[config.mk]
export PLATFORM = sky130hd
export DESIGN_NAME = text_command_line_parser
export DESIGN_NICKNAME = d
export VERILOG_FILES = /design/src/sv/tclp_pkg.sv /design/src/sv/tclp_front.sv /design/src/sv/tclp_back.sv /design/src/sv/text_command_line_parser.sv
export SDC_FILE = /design/constraint.sdc
export NUM_CORES = 1
export LEC_CHECK = 0
export ABC_AREA = 1
export BUFFER_PORTS_ARGS = -buffer_cell sky130_fd_sc_hd__buf_4
export CAP_MARGIN = 15
export CORE_MARGIN = 8
export CORE_UTILIZATION = 50
export DETAILED_ROUTE_END_ITERATION = 6
export GPL_TIMING_DRIVEN = 1
export PLACE_DENSITY = 0.7
export SLEW_MARGIN = 30
export SYNTH_ARGS = -nofsm -noshare
export SYNTH_HDL_FRONTEND = slang
export SYNTH_HIERARCHICAL = 1
export SYNTH_SLANG_ARGS = --single-unit
[constraint.sdc]
create_clock -name clk -period 7.2 [get_ports clk]
set_input_delay 1.44 -clock clk [delete_from_list [all_inputs] [get_ports clk]]
set_output_delay 1.44 -clock clk [all_outputs]
set_load 0.01 [all_outputs]
[src/sv/tclp_pkg.sv]
// Package for the text command line parser: types, codes and keyword tables.
// Used by every module of the parser; depends on nothing.
package tclp_pkg;

  localparam int LineBufferDef = 64;
  localparam int ValueBitsDef  = 32;
  localparam int KwCount       = 8;
  localparam int KwFreq        = 6;
  localparam int KwDuty        = 7;

  typedef enum logic [3:0] {
    PH_LEAD, PH_WORD, PH_TRAIL, PH_NUMWS, PH_SIGN, PH_ZERO, PH_X, PH_DIGITS, PH_BAD
  } phase_t;

  typedef enum logic [1:0] {ST_OK = 2'd0, ST_SYNTAX = 2'd1, ST_RANGE = 2'd2} status_t;

  typedef enum logic [2:0] {
    OPC_NONE = 3'd0, OPC_STATUS = 3'd1, OPC_ON = 3'd2, OPC_OFF = 3'd3,
    OPC_HELP = 3'd4, OPC_FREQ = 3'd5, OPC_DUTY = 3'd6
  } cmd_t;

  typedef enum logic [1:0] {BASE_DEC = 2'd0, BASE_OCT = 2'd1, BASE_HEX = 2'd2} base_t;

  localparam logic [1:0] CfgFreqMin = 2'd0;
  localparam logic [1:0] CfgFreqMax = 2'd1;
  localparam logic [1:0] CfgDutyMax = 2'd2;

  // Keyword character at a position; zero beyond the end of the word.
  function automatic logic [7:0] kw_char(input logic [2:0] k, input logic [2:0] p);
    logic [7:0] s [0:5];
    s = '{8'h00, 8'h00, 8'h00, 8'h00, 8'h00, 8'h00};
    case (k)
      3'd0: s = '{"S", "T", "A", "T", "U", "S"};
      3'd1: s = '{"O", "N", 8'h00, 8'h00, 8'h00, 8'h00};
      3'd2: s = '{"S", "T", "A", "R", "T", 8'h00};
      3'd3: s = '{"O", "F", "F", 8'h00, 8'h00, 8'h00};
      3'd4: s = '{"S", "T", "O", "P", 8'h00, 8'h00};
      3'd5: s = '{"H", "E", "L", "P", 8'h00, 8'h00};
      3'd6: s = '{"F", "R", "E", "Q", 8'h00, 8'h00};
      default: s = '{"D", "U", "T", "Y", 8'h00, 8'h00};
    endcase
    return (p < 3'd6) ? s[p] : 8'h00;
  endfunction

  function automatic logic [2:0] kw_len(input logic [2:0] k);
    case (k)
      3'd0: return 3'd6;
      3'd1: return 3'd2;
      3'd2: return 3'd5;
      3'd3: return 3'd3;
      default: return 3'd4;
    endcase
  endfunction

  function automatic cmd_t kw_cmd(input logic [2:0] k);
    case (k)
      3'd0: return OPC_STATUS;
      3'd1, 3'd2: return OPC_ON;
      3'd3, 3'd4: return OPC_OFF;
      3'd5: return OPC_HELP;
      3'd6: return OPC_FREQ;
      default: return OPC_DUTY;
    endcase
  endfunction

  // Hex digit value, 16 for a non-digit.
  function automatic logic [4:0] hex_digit(input logic [7:0] c);
    if (c >= "0" && c <= "9") return 5'(c - "0");
    if (c >= "a" && c <= "f") return 5'(c - "a" + 8'd10);
    if (c >= "A" && c <= "F") return 5'(c - "A" + 8'd10);
    return 5'd16;
  endfunction

endpackage

[src/sv/tclp_front.sv]
// Front end: per-character scanner that keeps the line state and, at a line
// end, pushes a finished line summary into the queue. Depends on tclp_pkg.
module tclp_front #(
  parameter int LINE_BUFFER = tclp_pkg::LineBufferDef,
  parameter int VALUE_BITS  = tclp_pkg::ValueBitsDef
) (
  input  logic                  clk,
  input  logic                  rst_n,
  input  logic                  in_valid,
  output logic                  in_stall,
  input  logic [7:0]            in_char_byte,
  output logic                  push,
  input  logic                  full,
  output tclp_pkg::phase_t      line_phase,
  output logic                  line_word_ok,
  output logic [2:0]            line_word,
  output logic                  line_overflow,
  output logic                  line_neg,
  output logic [VALUE_BITS-1:0] line_acc
);
  import tclp_pkg::*;

  localparam int CntW = $clog2(LINE_BUFFER);

  logic [CntW-1:0]       cnt_r, cnt_nxt;
  phase_t                ph_r, ph_nxt;
  logic [KwCount-1:0]    cand_r, cand_nxt;
  logic [2:0]            pos_r, pos_nxt;
  base_t                 base_r, base_nxt;
  logic                  neg_r, neg_nxt, ovf_r, ovf_nxt, pend_r, pend_nxt;
  logic [VALUE_BITS-1:0] acc_r, acc_nxt;

  logic       acc_in, eol;
  logic [7:0] c;
  logic [4:0] d;
  logic       wd_ok;
  logic [2:0] wd;
  logic [KwCount-1:0] match;
  logic [VALUE_BITS+4:0] prod;
  logic [4:0] radix;
  phase_t     ph_eff;

  assign in_stall = full;
  assign acc_in   = in_valid && !full;
  assign c        = in_char_byte;
  assign eol      = (c == 8'h00) || (c == 8'h0D) || (c == 8'h0A);
  assign d        = hex_digit(c);
  assign push     = acc_in && eol;

  // Lowest candidate whose whole word has been seen.
  always_comb begin
    wd_ok = 1'b0;
    wd    = '0;
    for (int k = KwCount - 1; k >= 0; k--) begin
      if (cand_r[k] && kw_len(3'(k)) == pos_r) begin
        wd_ok = 1'b1;
        wd    = 3'(k);
      end
    end
  end

  // Candidates that still match after this character.
  always_comb begin
    for (int k = 0; k < KwCount; k++) begin
      match[k] = cand_r[k] && (kw_len(3'(k)) > pos_r) && (kw_char(3'(k), pos_r) == c);
    end
  end

  always_comb begin
    case (base_r)
      BASE_OCT: radix = 5'd8;
      BASE_HEX: radix = 5'd16;
      default:  radix = 5'd10;
    endcase
  end
  assign prod = (VALUE_BITS+5)'(acc_r) * radix + (VALUE_BITS+5)'(d);

  // Per-character state update.
  always_comb begin
    cnt_nxt = cnt_r; ph_nxt = ph_r; cand_nxt = cand_r; pos_nxt = pos_r;
    base_nxt = base_r; neg_nxt = neg_r; ovf_nxt = ovf_r; pend_nxt = pend_r;
    acc_nxt = acc_r;
    ph_eff = ph_r;
    if (acc_in) begin
      if (eol) begin
        cnt_nxt = '0; ph_nxt = PH_LEAD; cand_nxt = '1; pos_nxt = '0;
        base_nxt = BASE_DEC; neg_nxt = 1'b0; ovf_nxt = 1'b0; pend_nxt = 1'b0;
        acc_nxt = '0;
      end else if (32'(cnt_r) < LINE_BUFFER - 1) begin
        cnt_nxt = cnt_r + 1'b1;
        if (ph_r == PH_LEAD && c != " ") begin
          ph_eff = (c == "?") ? PH_LEAD : PH_WORD;
        end
        if (ph_r == PH_NUMWS && !(c == " " || c == 8'h09 || c == 8'h0B || c == 8'h0C ||
                                  c == "+" || c == "-")) begin
          ph_eff = PH_SIGN;
        end
        case (ph_eff)
          PH_LEAD: begin
            if (c == "?") begin
              cand_nxt = 8'b1;
              ph_nxt   = PH_TRAIL;
            end
          end
          PH_WORD: begin
            if (c == " ") begin
              if (!wd_ok) ph_nxt = PH_BAD;
              else begin
                cand_nxt = 8'b1 << wd;
                ph_nxt   = (wd == 3'(KwFreq) || wd == 3'(KwDuty)) ? PH_NUMWS : PH_TRAIL;
              end
            end else if (match == '0) ph_nxt = PH_BAD;
            else begin
              cand_nxt = match;
              pos_nxt  = pos_r + 1'b1;
              ph_nxt   = PH_WORD;
            end
          end
          PH_TRAIL: if (c != " ") ph_nxt = PH_BAD;
          PH_NUMWS: begin
            if (c == "+") ph_nxt = PH_SIGN;
            else if (c == "-") begin
              neg_nxt = 1'b1;
              ph_nxt  = PH_SIGN;
            end
          end
          PH_SIGN: begin
            if (c == "0") ph_nxt = PH_ZERO;
            else if (c >= "1" && c <= "9") begin
              base_nxt = BASE_DEC; acc_nxt = VALUE_BITS'(d); ph_nxt = PH_DIGITS;
            end else ph_nxt = PH_BAD;
          end
          PH_ZERO: begin
            if (c == "x" || c == "X") ph_nxt = PH_X;
            else if (c >= "0" && c <= "7") begin
              base_nxt = BASE_OCT; acc_nxt = VALUE_BITS'(d); ph_nxt = PH_DIGITS;
            end else if (c == " ") begin
              base_nxt = BASE_OCT; acc_nxt = '0; ph_nxt = PH_DIGITS; pend_nxt = 1'b1;
            end else ph_nxt = PH_BAD;
          end
          PH_X: begin
            if (d < 5'd16) begin
              base_nxt = BASE_HEX; acc_nxt = VALUE_BITS'(d); ph_nxt = PH_DIGITS;
            end else ph_nxt = PH_BAD;
          end
          PH_DIGITS: begin
            if (c == " ") pend_nxt = 1'b1;
            else if (pend_r || d >= radix) ph_nxt = PH_BAD;
            else if (!ovf_r) begin
              if (prod[VALUE_BITS+4:VALUE_BITS] != '0) ovf_nxt = 1'b1;
              else acc_nxt = prod[VALUE_BITS-1:0];
            end
          end
          default: ph_nxt = PH_BAD;
        endcase
      end
    end
  end

  always_ff @(posedge clk) begin
    if (!rst_n) begin
      cnt_r <= '0; ph_r <= PH_LEAD; cand_r <= '1; pos_r <= '0; base_r <= BASE_DEC;
      neg_r <= 1'b0; ovf_r <= 1'b0; pend_r <= 1'b0; acc_r <= '0;
    end else begin
      cnt_r <= cnt_nxt; ph_r <= ph_nxt; cand_r <= cand_nxt; pos_r <= pos_nxt;
      base_r <= base_nxt; neg_r <= neg_nxt; ovf_r <= ovf_nxt; pend_r <= pend_nxt;
      acc_r <= acc_nxt;
    end
  end

  // Line summary; for trail and number phases the single candidate is the word.
  always_comb begin
    line_word_ok = wd_ok;
    line_word    = wd;
    if (ph_r != PH_WORD) begin
      line_word_ok = (cand_r != '0);
      line_word    = '0;
      for (int k = KwCount - 1; k >= 0; k--) begin
        if (cand_r[k]) line_word = 3'(k);
      end
    end
  end
  assign line_phase    = ph_r;
  assign line_overflow = ovf_r;
  assign line_neg      = neg_r;
  assign line_acc      = acc_r;
endmodule

[src/sv/tclp_back.sv]
// Back end: two-entry queue of line summaries, range check and result
// register. Depends on tclp_pkg.
module tclp_back #(
  parameter int VALUE_BITS = tclp_pkg::ValueBitsDef
) (
  input  logic                  clk,
  input  logic                  rst_n,
  input  logic                  push,
  output logic                  full,
  input  tclp_pkg::phase_t      line_phase,
  input  logic                  line_word_ok,
  input  logic [2:0]            line_word,
  input  logic                  line_overflow,
  input  logic                  line_neg,
  input  logic [VALUE_BITS-1:0] line_acc,
  input  logic [31:0]           freq_min,
  input  logic [31:0]           freq_max,
  input  logic [7:0]            duty_max,
  output logic                  out_valid,
  input  logic                  out_stall,
  output logic [1:0]            out_status,
  output logic [2:0]            out_command,
  output logic [31:0]           out_value
);
  import tclp_pkg::*;

  typedef struct packed {
    phase_t                phase;
    logic                  word_ok;
    logic [2:0]            word;
    logic [VALUE_BITS-1:0] v;
  } line_t;

  line_t      q_r [0:1];
  logic       wp_r, rp_r;
  logic [1:0] cnt_r;
  line_t      inl, hd;
  logic       pop, o_vld_r;
  status_t    st;
  cmd_t       cm;
  logic [31:0] val;
  logic [VALUE_BITS-1:0] vn;

  // Value after sign and saturation.
  assign vn = line_overflow ? '1 : (line_neg ? VALUE_BITS'(-line_acc) : line_acc);
  assign inl = '{phase: line_phase, word_ok: line_word_ok, word: line_word, v: vn};

  assign full = (cnt_r == 2'd2);
  assign hd   = q_r[rp_r];
  assign pop  = (cnt_r != 2'd0) && (!o_vld_r || !out_stall);

  always_ff @(posedge clk) begin
    if (push) q_r[wp_r] <= inl;
  end

  always_ff @(posedge clk) begin
    if (!rst_n) begin
      wp_r <= 1'b0; rp_r <= 1'b0; cnt_r <= '0;
    end else begin
      if (push) wp_r <= !wp_r;
      if (pop) rp_r <= !rp_r;
      cnt_r <= cnt_r + 2'(push) - 2'(pop);
    end
  end

  // Decide the result of the queue head.
  always_comb begin
    st = ST_SYNTAX; cm = OPC_NONE; val = '0;
    case (hd.phase)
      PH_LEAD: st = ST_OK;
      PH_WORD, PH_TRAIL: begin
        if (hd.word_ok && hd.word < 3'(KwFreq)) begin
          st = ST_OK; cm = kw_cmd(hd.word);
        end
      end
      PH_ZERO, PH_DIGITS: begin
        if (hd.word == 3'(KwFreq)) begin
          if (64'(hd.v) < 64'(freq_min) || 64'(hd.v) > 64'(freq_max)) st = ST_RANGE;
          else begin
            st = ST_OK; cm = OPC_FREQ; val = 32'(hd.v);
          end
        end else if (hd.word == 3'(KwDuty)) begin
          if (64'(hd.v) > 64'(duty_max)) st = ST_RANGE;
          else begin
            st = ST_OK; cm = OPC_DUTY; val = 32'(hd.v);
          end
        end
      end
      default: st = ST_SYNTAX;
    endcase
  end

  always_ff @(posedge clk) begin
    if (!rst_n) o_vld_r <= 1'b0;
    else if (pop) o_vld_r <= 1'b1;
    else if (!out_stall) o_vld_r <= 1'b0;
  end

  always_ff @(posedge clk) begin
    if (pop) begin
      out_status <= st; out_command <= cm; out_value <= val;
    end
  end

  assign out_valid = o_vld_r;
endmodule

[src/sv/text_command_line_parser.sv]
// Top level of the text command line parser; instantiates tclp_front and
// tclp_back and holds the configuration registers. Depends on tclp_pkg.
//
// One character beat is taken every clock cycle unless the line queue is full;
// a CR, LF or NUL beat ends the line, and its result passes through the line
// queue and then the result register, waiting while the result side is stalled.
// The scanner updates its line state for each character taken, and a two-entry
// queue plus the result register hold up to three results before the input stalls.
// Configuration registers are written through cfg_we/cfg_index/cfg_data.
module text_command_line_parser #(
  parameter int LINE_BUFFER = tclp_pkg::LineBufferDef,
  parameter int VALUE_BITS  = tclp_pkg::ValueBitsDef
) (
  input  logic        clk,
  input  logic        rst_n,
  input  logic        in_valid,
  output logic        in_stall,
  input  logic [7:0]  in_char_byte,
  output logic        out_valid,
  input  logic        out_stall,
  output logic [1:0]  out_status,
  output logic [2:0]  out_command,
  output logic [31:0] out_value,
  input  logic        cfg_we,
  input  logic [1:0]  cfg_index,
  input  logic [31:0] cfg_data
);
  import tclp_pkg::*;

  logic [31:0] freq_min_r, freq_max_r;
  logic [7:0]  duty_max_r;
  logic        push, full, l_ok, l_ovf, l_neg;
  phase_t      l_ph;
  logic [2:0]  l_w;
  logic [VALUE_BITS-1:0] l_acc;

  // Configuration registers.
  always_ff @(posedge clk) begin
    if (!rst_n) begin
      freq_min_r <= 32'd1; freq_max_r <= 32'd40000000; duty_max_r <= 8'd100;
    end else if (cfg_we) begin
      case (cfg_index)
        CfgFreqMin: freq_min_r <= cfg_data;
        CfgFreqMax: freq_max_r <= cfg_data;
        CfgDutyMax: duty_max_r <= cfg_data[7:0];
        default: ;
      endcase
    end
  end

  tclp_front #(.LINE_BUFFER(LINE_BUFFER), .VALUE_BITS(VALUE_BITS)) u_front (
    .clk, .rst_n, .in_valid, .in_stall, .in_char_byte, .push, .full,
    .line_phase(l_ph), .line_word_ok(l_ok), .line_word(l_w),
    .line_overflow(l_ovf), .line_neg(l_neg), .line_acc(l_acc)
  );

  tclp_back #(.VALUE_BITS(VALUE_BITS)) u_back (
    .clk, .rst_n, .push, .full,
    .line_phase(l_ph), .line_word_ok(l_ok), .line_word(l_w),
    .line_overflow(l_ovf), .line_neg(l_neg), .line_acc(l_acc),
    .freq_min(freq_min_r), .freq_max(freq_max_r), .duty_max(duty_max_r),
    .out_valid, .out_stall, .out_status, .out_command, .out_value
  );

  // An error result never carries a command.
  a_err_none: assert property (@(posedge clk) disable iff (!rst_n)
    out_valid && out_status != ST_OK |-> out_command == OPC_NONE)
    else $error("error result carries a command");

  // Only frequency and duty results carry a value.
  a_val_zero: assert property (@(posedge clk) disable iff (!rst_n)
    out_valid && out_command != OPC_FREQ && out_command != OPC_DUTY |-> out_value == '0)
    else $error("nonzero value without a value command");

  // No line end is pushed while the queue is full.
  a_no_ovf: assert property (@(posedge clk) disable iff (!rst_n) full |-> !push)
    else $error("queue overrun");
endmodule

==> results of run 1 <==
## cell usage in the layout (no fill, tap or decap), types with 12 or more instances in the layout
cell type and count:
edfxtp_1 117, xor2_1 29, nand2_1 659, o21ai_1 18, or2_1 12, nor3_1 33, nor2_1 361, nand4_1 40
o21ai_0 90, or2_2 23, inv_1 540, a21oi_1 177, fa_1 32, ha_1 195, buf_4 95, nand3b_1 13
clkbuf_16 27, dfxtp_1 136, nand3_1 165, nor2_2 12
## worst max path at each step
stage | slack (ns) | cells past startpoint | from | to
after global routing | 0.57 | 35 | in_char_byte[0] | u_front/line_acc[17]$_SDFFE_PN0P_
after CTS | 1.22 | 35 | in_char_byte[0] | u_front/line_acc[1]$_SDFFE_PN0P_
final | 1.12 | 35 | in_char_byte[1] | u_front/line_acc[1]$_SDFFE_PN0P_
after detailed placement | 0.65 | 35 | in_char_byte[0] | u_front/line_acc[1]$_SDFFE_PN0P_
after floorplan | 1.32 | 33 | in_char_byte[0] | u_front/line_acc[11]$_SDFFE_PN0P_
after global placement | 0.83 | 33 | in_char_byte[1] | u_front/line_acc[5]$_SDFFE_PN0P_
## state kept, by name, summed over array words and instances (netlist names), 2 cells and up, named ones only
| register | flops |
|---|---|
| u_front/cnt_r | 6 |
| duty_max_r | 8 |
| u_front/line_acc | 32 |
| u_front/pos_r | 3 |
| freq_max_r | 32 |
| u_back/cnt_r | 2 |
| u_front/line_phase | 4 |
| u_back/out_value | 32 |
| u_front/base_r | 2 |
| u_back/out_status | 2 |
| u_front/cand_r | 8 |
| freq_min_r | 32 |
| u_back/q_r | 80 |
| u_back/out_command | 3 |
## worst reg2reg max path, cell delays in order (launching register included)
cell      delay, ns
dfxtp_1        0.31
inv_1          0.06
ha_2           0.37
buf_4          0.48
nor2_1         0.17
ha_1           0.30
inv_1          0.05
fa_1           0.54
inv_1          0.04
ha_1           0.28
ha_1           0.36
nand2_1        0.13
nor2_1         0.26
nand2_1        0.09
inv_1          0.07
nand4_1        0.08
nand3_1        0.16
nand2_1        0.09
nand3_1        0.08
nand3_1        0.08
nor2_1         0.15
nand2_1        0.08
nand2_2        0.33
buf_4          0.26
nand3b_1       0.11
nand2_1        0.10
nor2_1         0.04
## area by class of cell
type	instances	area (um2)	area share
Tap cell	525	657	0.0302
Clock inverter	13	220	0.0101
Clock buffer	36	729	0.0335
Sequential cell	253	6240	0.287
Inverter	552	2070	0.0954
Timing Repair Buffer	97	761	0.0350
Multi-Input combinational cell	1966	11100	0.509
## routing by layer
layer	GRT usage	wire length [um]	up-vias	part of all wire
met1	0.292	23600	8177	0.47
li1	-	-	9088	-
met2	0.351	22600	498	0.45
met5	0	0	-	0
met4	0.0431	662	0	0.013
met3	0.0302	3170	47	0.063
## logic make-up after synthesis
kind of cell | after synthesis | synth area share
and+or+nand+nor | 1369 | 0.295
adders and majority gates | 228 | 0.156
xor gates and xnor gates | 36 | 0.0159
buffers and inverters | 641 | 0.129
DFF | 253 | 0.314
muxes | 4 | 0.00202
AOI/OAI and AO/OA | 329 | 0.0881
## metrics by stage
step	instances	worst slack [ns]	hold slack (ns)	util
floorplan	2860	1.32	0.425	-
global placement	3392	0.834	0.435	0.527
detailed placement	3393	0.647	0.447	0.527
CTS	3442	1.22	0.450	0.551
global route	3442	0.574	0.483	0.551
finish	3442	1.12	0.453	0.551
## power by group
part	internal, mW	switching, mW	leakage [nW]
sequential	1.77	0.202	2.22
clock	0.924	0.559	0.460
combinational	0.976	1.80	8.54
total	3.67	2.56	11.2
==> impl_results.md, run 1 <==
- Endpoint class of the critical path: register
- Slew Viols, Final: 0
- Vias in the first global route: 16800
- Hold crit path type: register to register
- Gr ovfl total: 0
- Area Overhead vs Synth: 9.55%
- Crit Path Class: input port to register
- FF-to-FF setup slack: 2.03 ns
- Clock-pin slew on the worst setup and hold paths: 0.06 ns
- Leak pwr: 11.2 nW
- Post-CTS Setup Repair Bufs: 0
- ANT nets after route: 0
- Num CTS Buffers: 27
- Layout net count: 3172
- Setup_tns: 0 ns
- Crit path arrival time: 6.52 ns
- Final setup vio count: 0
- Core ar.: 0.0395 mm2
- Critical path buffer and inverter count: 8
- Clk buf depth: 3
- Hold bufs inserted after CTS: 0
- Synth Flop Type: dfxtp_1
- Synth top area cells: edfxtp_1 (18%), dfxtp_1 (14%), nand2_1 (12%)
- Post-DP HPWL: 38600 um
- PostCTS Resize Cnt: 0
- Hold Startpoint: u_back/rp_r$_SDFFE_PN0P_
- Drt first pass iters: 6
- Synth Warn #: 6
- # fillers: 3801
- Largest net degree at the start of global routing: 77
- Placed cell areas: 0.0208 mm2
- CP dominant cell by count: nand2_1
- Fin area: 0.0218 mm2
- DRT Wirelength: 50100 um
- Wire per inst: 14.5 um
- Syn Inst Count: 2860
- H-tree Lvls: 1
- CP max stage cell: fa_1
- # rows: 73
- Die W: 215 um
- # DRC: 0
- First-pass GRT wire length: 83700 um
- Power Density: 287 mW/mm2
- Fin crit share: 0.845
- Area share of the largest cell type after synthesis: 0.177
- Antenna cells: 0
- Overall Power: 6.23 mW
- Critical path fanouts, max: 18
- Yosys reg bits: 253
- Count of routing violations after the opening detailed-route iteration: 1286
- Post-synth EDFFs: 117
- Slew @ Worst Pin: 0.920 ns
- CTS tree: done
- Reg-to-Reg End: u_front/line_acc[1]$_SDFFE_PN0P_
- Clock root cell: clkbuf_16
- Number of distinct library cells after synthesis: 54
- Worst-Skew Late Latency: 0.54 ns
- CP delay by family, top: simple AND/OR/NAND/NOR gates
- Register area share after synthesis: 0.314
- Worst endpoint required time: 7.64 ns
- Max_slew headroom: 0.386
- Vias per cell: 5.17
- Initial antenna violation count: 0
- Syn Nets: 3135
- Number of top-level pins: 86
- Yosys top cell by area: edfxtp_1
- Post-synthesis cell area: 0.0199 mm2
- Clk sink count: 253
- Placer Congestion: 0.912
- Max rail drop VDD: 139 uV
- Setup Skew: 0.0252 ns
- Hold path depth: 1
- CP peak stage delay: 0.36 ns
- Syn Area/Cell: 6.94 um2
- Die Height: 215 um
- Total vias in the final route: 17800
- Top cells by count, synth: nand2_1 (659), inv_1 (540), nor2_1 (362), ha_1 (196), a21oi_1 (177)
- Final period demand of the worst path: 6.08 ns
- Die area: 0.0463 mm2
- Reg-to-Reg Start: u_front/base_r[0]$_SDFFE_PN0P_
- Worst R2R Path Depth: 26
- FMAX: 164 MHz
- Status: finished clean
- Most frequent cell after synthesis: nand2_1
- I/O Buffers: 85
- Final hold viol count: 0
- GRT Total Usage: 0.212
- Initial Util: 0.503
- Async SR Flop Fraction: 0
- Startpoint types: input port
- RSZ-0062 raised after global routing: false
- Layout cells sized above 1: 0.0720
- Max Cap Viol: 0
Power figures use the tool's default switching activity.
==> run 2: changes to the inputs <==
- PLACE_DENSITY: 0.7 -> 0.72
- clock period: 7.2 -> 5.2 ns (I/O delays scaled with it)
==> run 2 against run 1 <==
Compared with the run above: register-to-register slack got worse by 1.3 ns; wire length rose by 3.3%; final area rose by 2.0%; die area did not move; critical path depth fell by 1; worst hold slack improved by 0.013 ns; via count rose by 1.9%; combinational power rose by 44%; first-iteration DRC count rose by 15%; count of clock-buffer cells in the layout fell by 7; total power rose by 39%; sequential power rose by 39%; critical endpoint is now u_front/line_acc[25]$_SDFFE_PN0P_; highest routed layer unchanged.
==> impl_results.md, run 2 (synthesis results as in run 1) <==
- Critical path fanouts, max: 10 (was 18)
- Total vias in the final route: 18200 (was 17800)
- CTS tree: done (unchanged)
- FF-to-FF setup slack: 0.69 ns (was 2.03 ns)
- Slew @ Worst Pin: 0.983 ns (was 0.920 ns)
- Crit Path Class: input port to register (unchanged)
- Slew Viols, Final: 0 (unchanged)
- Initial antenna violation count: 0 (unchanged)
- Crit path arrival time: 5.31 ns (was 6.52 ns)
- # DRC: 0 (unchanged)
- Clock root cell: clkbuf_16 (unchanged)
- Layout cells sized above 1: 0.0926 (was 0.0720)
- Max reg flops: 80 (unchanged)
- Area Overhead vs Synth: 11.7% (was 9.55%)
- Die Height: 215 um (unchanged)
- Core ar.: 0.0395 mm2 (unchanged)
- Antenna cells: 0 (unchanged)
- RSZ-0062 raised after global routing: true (was false)
- Max rail drop VDD: 200 uV (was 139 uV)
- Drt first pass iters: 6 (unchanged)
- Final setup vio count: 0 (unchanged)
- First-pass GRT wire length: 85700 um (was 83700 um)
- DRT Wirelength: 51700 um (was 50100 um)
- Placer Congestion: 0.936 (was 0.912)
- Vias per cell: 5.19 (was 5.17)
- Clk sink count: 253 (unchanged)
- Worst-Skew Late Latency: 0.54 ns (about the same)
- Fin crit share: 0.930
- Max_slew headroom: 0.345 (was 0.386)
- Setup Skew: 0.00929 ns (was 0.0252 ns)
- Leak pwr: 11.5 nW (was 11.2 nW)
- Clk buf depth: 3 (unchanged)
- FMAX: 207 MHz
- Placed instance count: 3443 (was 3393)
- H-tree Lvls: 1 (unchanged)
- GRT Total Usage: 0.217 (was 0.212)
- ANT nets after route: 0 (unchanged)
- Power Density: 392 mW/mm2 (was 287 mW/mm2)
- Fin cells: 3494 (was 3442)
- Wire per inst: 14.8 um (was 14.5 um)
- Final hold viol count: 0 (unchanged)
- CP dominant cell by count: nand2_1 (unchanged)
- Clock-pin slew on the worst setup and hold paths: 0.06 ns (about the same)
- Highest-count cells in the layout ignoring fill and taps: nand2_1 (655), inv_1 (538), nor2_1 (360), ha_1 (193), a21oi_1 (177) (was nand2_1 (659), inv_1 (540), nor2_1 (361), ha_1 (195), a21oi_1 (177))
- Final Util: 0.562 (was 0.551)
- Final period demand of the worst path: 4.83 ns
- Status: finished clean (unchanged)
- Gr ovfl total: 0 (unchanged)
- Biggest register: u_back/q_r (unchanged)
- Die W: 215 um (unchanged)
- Post-DP HPWL: 39400 um (was 38600 um)
- Largest net degree at the start of global routing: 88 (was 77)
- Startpoint types: input port (unchanged)
- # rows: 73 (unchanged)
- Count of routing violations after the opening detailed-route iteration: 1482 (was 1286)
- Endpoint class of the critical path: register (unchanged)
- Num CTS Buffers: 26 (was 27)
- Max Cap Viol: 0 (unchanged)
- I/O Buffers: 85 (unchanged)
- Die area: 0.0463 mm2 (unchanged)
- CP max stage cell: fa_1 (unchanged)
- Worst endpoint required time: 5.67 ns (was 7.64 ns)
- Vias in the first global route: 17500 (was 16800)
- Layout net count: 3224 (was 3172)
- Number of top-level pins: 86 (unchanged)
- Most common cell after layout, fill and taps aside: nand2_1 (unchanged)
- Hold crit path type: register to register (unchanged)
- CP peak stage delay: 0.53 ns (was 0.36 ns)
- Initial Util: 0.503 (unchanged)
## run 2: changes by cell type in the layout (fill, tap and decap cells not counted), sizes merged
cell	previous run	this run
clkbuf	36	30
clkinv	9	13
buf	97	149
clkinvlp	2	3
inv	548	551
bufinv	6	4
## run 2: where the power goes
group | total, mW | internal, mW | switching (mW)
clock network | 1.97 | 1.16 | 0.814
logic | 3.99 | 1.43 | 2.56
registers | 2.74 | 2.45 | 0.287
total | 8.69 | 5.04 | 3.66
## run 2: critical path: cells and delay by family
| family | cells | cell delay, ns |
|---|---|---|
| fa+ha+maj | 5 | 1.64 |
| compound gates | 3 | 0.35 |
| buf+inv | 7 | 0.68 |
| simple gates | 19 | 1.57 |
## run 2: worst paths after layout
check | startpoint | end | cells past startpoint
worst min register to register | duty_max_r[2]$_SDFFE_PN1P_ | duty_max_r[2]$_SDFFE_PN1P_ | 2
worst max-delay path | in_char_byte[1] | u_front/line_acc[25]$_SDFFE_PN0P_ | 34
worst min-delay path | duty_max_r[2]$_SDFFE_PN1P_ | duty_max_r[2]$_SDFFE_PN1P_ | 2
worst max register to register | u_front/base_r[0]$_SDFFE_PN0P_ | u_front/line_acc[25]$_SDFFE_PN0P_ | 26
## run 2: final cells by class
| cell class | instances | area [um2] |
|---|---|---|
| clock inverters | 19 | 226 |
| repair buffers | 150 | 1200 |
| fillers | 3716 | 17300 |
| inverters | 552 | 2070 |
| well taps | 525 | 657 |
| multi-input cells | 1966 | 11100 |
| flip-flops and latches | 253 | 6240 |
| clock buffers | 29 | 683 |
## run 2: metal layers
layer | GRT usage | vias up | wire length (um)
met1 | 0.290 | 8355 | 23700
li1 | - | 9183 | -
met4 | 0.0595 | 0 | 1100
met5 | 0 | - | 0
met2 | 0.363 | 540 | 23700
met3 | 0.0303 | 73 | 3150
## run 2: timing repair
action	in CTS	in global routing
buffers inserted	0	2
hold buffers	0	0
setup endpoints to repair	0	32
gates resized for setup	0	10
## run 2: metrics by stage
stage | area [um2] | setup slack, ns | total power [mW] | TNS, ns | hold WS, ns
3_3_place_gp | 21200 | -0.0532 | 6.53 | -1.20 | 0.437
5_1_grt | 22200 | -0.0192 | 9.40 | -0.0550 | 0.482
6_report | 22200 | 0.367 | 8.69 | 0 | 0.466
3_5_place_dp | 21200 | -0.287 | 6.67 | -8.02 | 0.448
4_1_cts | 22100 | 0.253 | 8.67 | 0 | 0.462
2_1_floorplan | 19900 | 0.0375 | 5.49 | 0 | 0.425
==> run 3: changes to the inputs <==
- clock period: 5.2 -> 3.9 ns (I/O delays scaled with it)
==> run 3 against run 2 <==
Compared with the run above: the run now ends with negative setup slack left; critical path depth fell by 3; cell count grew 5.5%; count of clock-buffer cells in the layout grew 6; clock power is 30% higher; critical endpoint is now u_front/line_acc[16]$_SDFFE_PN0P_; first-iteration DRC count grew 11%; register-to-register slack lost 1.2 ns.
==> impl_results.md, run 3 (synthesis results as in run 1) <==
- Pint: 7.85 mW (was 5.04 mW)
- Reg-to-Reg End: u_front/line_acc[16]$_SDFFE_PN0P_ (was u_front/line_acc[25]$_SDFFE_PN0P_)
- DRT Wirelength: 59700 um (was 51700 um)
- Setup Skew: 0.0103 ns (was 0.00929 ns)
- Slew @ Worst Pin: 0.826 ns (was 0.983 ns)
- Final period demand of the worst path: 4.41 ns
- Layout net count: 3416 (was 3224)
- Core ar.: 0.0395 mm2 (unchanged)
- Num CTS Buffers: 27 (was 26)
- Count of routing violations after the opening detailed-route iteration: 1652 (was 1482)
- Max_slew headroom: 0.449 (was 0.345)
- Final setup vio count: 33 (was 0)
- Die area: 0.0463 mm2 (unchanged)
- ANT nets after route: 0 (unchanged)
- Fin area: 0.0253 mm2 (was 0.0222 mm2)
- # fillers: 3190 (was 3716)
- CP dominant cell by count: nand2_1 (unchanged)
- Worst endpoint required time: 4.36 ns (was 5.67 ns)
- Clk sink count: 253 (unchanged)
- Hold Startpoint: u_back/rp_r$_SDFFE_PN0P_ (was duty_max_r[2]$_SDFFE_PN1P_)
- Critical path fanouts, max: 13 (was 10)
- Status: complete, but fails checks (was finished clean)
- First-pass GRT wire length: 95000 um (was 85700 um)
- Clk buf depth: 3 (unchanged)
- Largest net degree at the start of global routing: 74 (was 88)
- Clock power frac: 0.191 (was 0.227)
- Logic gate share of total power: 0.548 (was 0.458)
- Hold crit path type: register to register (unchanged)
- Slew Viols, Final: 0 (unchanged)
- Overall Power: 13.5 mW (was 8.69 mW)
- Drt first pass iters: 5 (was 6)
- CP max stage cell: fa_1 (unchanged)
- Fin crit share: 1.13
- Worst-Skew Late Latency: 0.54 ns (about the same)
- Highest-count cells in the layout ignoring fill and taps: nand2_1 (597), inv_1 (515), nor2_1 (332), buf_4 (313), a21oi_1 (149) (was nand2_1 (655), inv_1 (538), nor2_1 (360), ha_1 (193), a21oi_1 (177))
- Startpoint types: register (was input port)
- P_sw: 5.63 mW (was 3.66 mW)
- CTS tree: done (unchanged)
- Reg-to-Reg Start: u_front/base_r[0]$_SDFFE_PN0P_ (unchanged)
- GRT Total Usage: 0.242 (was 0.217)
- Power Density: 533 mW/mm2 (was 392 mW/mm2)
- FMAX: 227 MHz
- Die Height: 215 um (unchanged)
- RSZ-0062 raised after global routing: true (unchanged)
- H-tree Lvls: 1 (unchanged)
- # DRC: 0 (unchanged)
- Wire per inst: 16.2 um (was 14.8 um)
- Max reg flops: 80 (unchanged)
- Hold Slack: 0.454 ns (was 0.466 ns)
- Die W: 215 um (unchanged)
- I/O Buffers: 85 (unchanged)
- Initial Util: 0.503 (unchanged)
- Biggest register: u_back/q_r (unchanged)
- Antenna cells: 0 (unchanged)
- Crit Path Class: register to register (was input port to register)
- Area Overhead vs Synth: 27.5% (was 11.7%)
- Number of top-level pins: 86 (unchanged)
- Total vias in the final route: 19600 (was 18200)
- Initial antenna violation count: 0 (unchanged)
- CP peak stage delay: 0.57 ns (was 0.53 ns)
- Sequential power share: 0.261 (was 0.315)
- Final Util: 0.642 (was 0.562)
- Vias per cell: 5.31 (was 5.19)
- Hold path depth: 1 (was 2)
- Post-DP HPWL: 40500 um (was 39400 um)
- Placed cell areas: 0.0224 mm2 (was 0.0212 mm2)
- Layout cells sized above 1: 0.220 (was 0.0926)
- Worst R2R Path Depth: 31 (was 26)
- Placer Congestion: 0.912 (was 0.936)
- Hold path endpoint: u_back/rp_r$_SDFFE_PN0P_ (was duty_max_r[2]$_SDFFE_PN1P_)
- Sw Share: 0.418 (was 0.421)
- Failing checks: negative setup slack
- Max rail drop VDD: 356 uV (was 200 uV)
- Pre-CTS setup slack: -1.14 ns (was -0.287 ns)
- Gr ovfl total: 0 (unchanged)
- Area of the multi-input gates: 0.0126 mm2 (was 0.0111 mm2)
- Most common cell after layout, fill and taps aside: nand2_1 (unchanged)
- Final hold viol count: 0 (unchanged)
- Clock-pin slew on the worst setup and hold paths: 0.06 ns (about the same)
- Endpoint class of the critical path: register (unchanged)
- Leak pwr: 12.5 nW (was 11.5 nW)
- Vias in the first global route: 19000 (was 17500)
- Storage element area: 0.00624 mm2 (about the same)
- Clock root cell: clkbuf_16 (unchanged)
- Max Cap Viol: 0 (unchanged)
- Crit path arrival time: 4.88 ns (was 5.31 ns)
- # rows: 73 (unchanged)
- FF-to-FF setup slack: -0.51 ns (was 0.69 ns)
- Final setup margin: -0.513 ns (was 0.367 ns)
-- run 3: worst max-delay path by stage --
stage,start,to
global placement,in_char_byte[1],u_front/line_acc[0]$_SDFFE_PN0P_
CTS,u_front/base_r[0]$_SDFFE_PN0P_,u_front/line_acc[2]$_SDFFE_PN0P_
floorplan,in_char_byte[0],u_front/line_acc[31]$_SDFFE_PN0P_
detailed placement,in_char_byte[1],u_front/line_acc[6]$_SDFFE_PN0P_
global route,u_front/base_r[0]$_SDFFE_PN0P_,u_front/line_acc[16]$_SDFFE_PN0P_
finish,u_front/base_r[0]$_SDFFE_PN0P_,u_front/line_acc[16]$_SDFFE_PN0P_
-- run 3: timing repair --
item                       in CTS  in global routing
setup buffers                  44                  9
hold buffers                    0                  0
setup endpoints to repair      33                 34
cloned                          7                  1
pin swaps                      24                 85
resized for setup             147                129
-- run 3: cell type report --
| type | instances | area share |
|---|---|---|
| multi-input cells | 1967 | 0.496 |
| flip-flops and latches | 253 | 0.246 |
| repair buffers | 340 | 0.114 |
| inverters | 552 | 0.0827 |
| clock buffers | 35 | 0.0295 |
| well taps | 525 | 0.0259 |
| clock inverters | 13 | 0.00539 |
-- run 3: metrics by stage --
step | std cells | setup TNS (ns)
2_1_floorplan | 2860 | -18.99
3_3_place_gp | 3578 | -30.84
3_5_place_dp | 3579 | -34.86
4_1_cts | 3678 | -11.46
5_1_grt | 3685 | -19.66
6_report | 3685 | -13.08
-- run 3: per-layer routing --
metal  vias to the layer above  share of wire  track usage
met4                         0          0.030       0.0729
met1                      9156           0.44        0.318
met3                       124          0.061       0.0292
met2                       717           0.47        0.413
met5                         -              0            0
li1                       9577              -            -
-- run 3: power groups by stage --
stage / logic (mW) / clock network [mW] / registers [mW]
floorplan: 3.72 / 0 / 3.65
global placement: 5.71 / 0 / 3.55
detailed placement: 5.90 / 0 / 3.56
CTS: 6.94 / 2.61 / 3.52
global route: 8.09 / 2.72 / 3.56
finish: 7.39 / 2.57 / 3.52
-- run 3: critical path: cells and delay by family (launching register included) --
family	cells	cell delay [ns]
AO/OA/AOI/OAI	1	0.16
adder cells (fa/ha/maj)	5	1.61
buffers and inverters	8	0.76
flip-flops	1	0.33
AND/OR/NAND/NOR	17	1.45
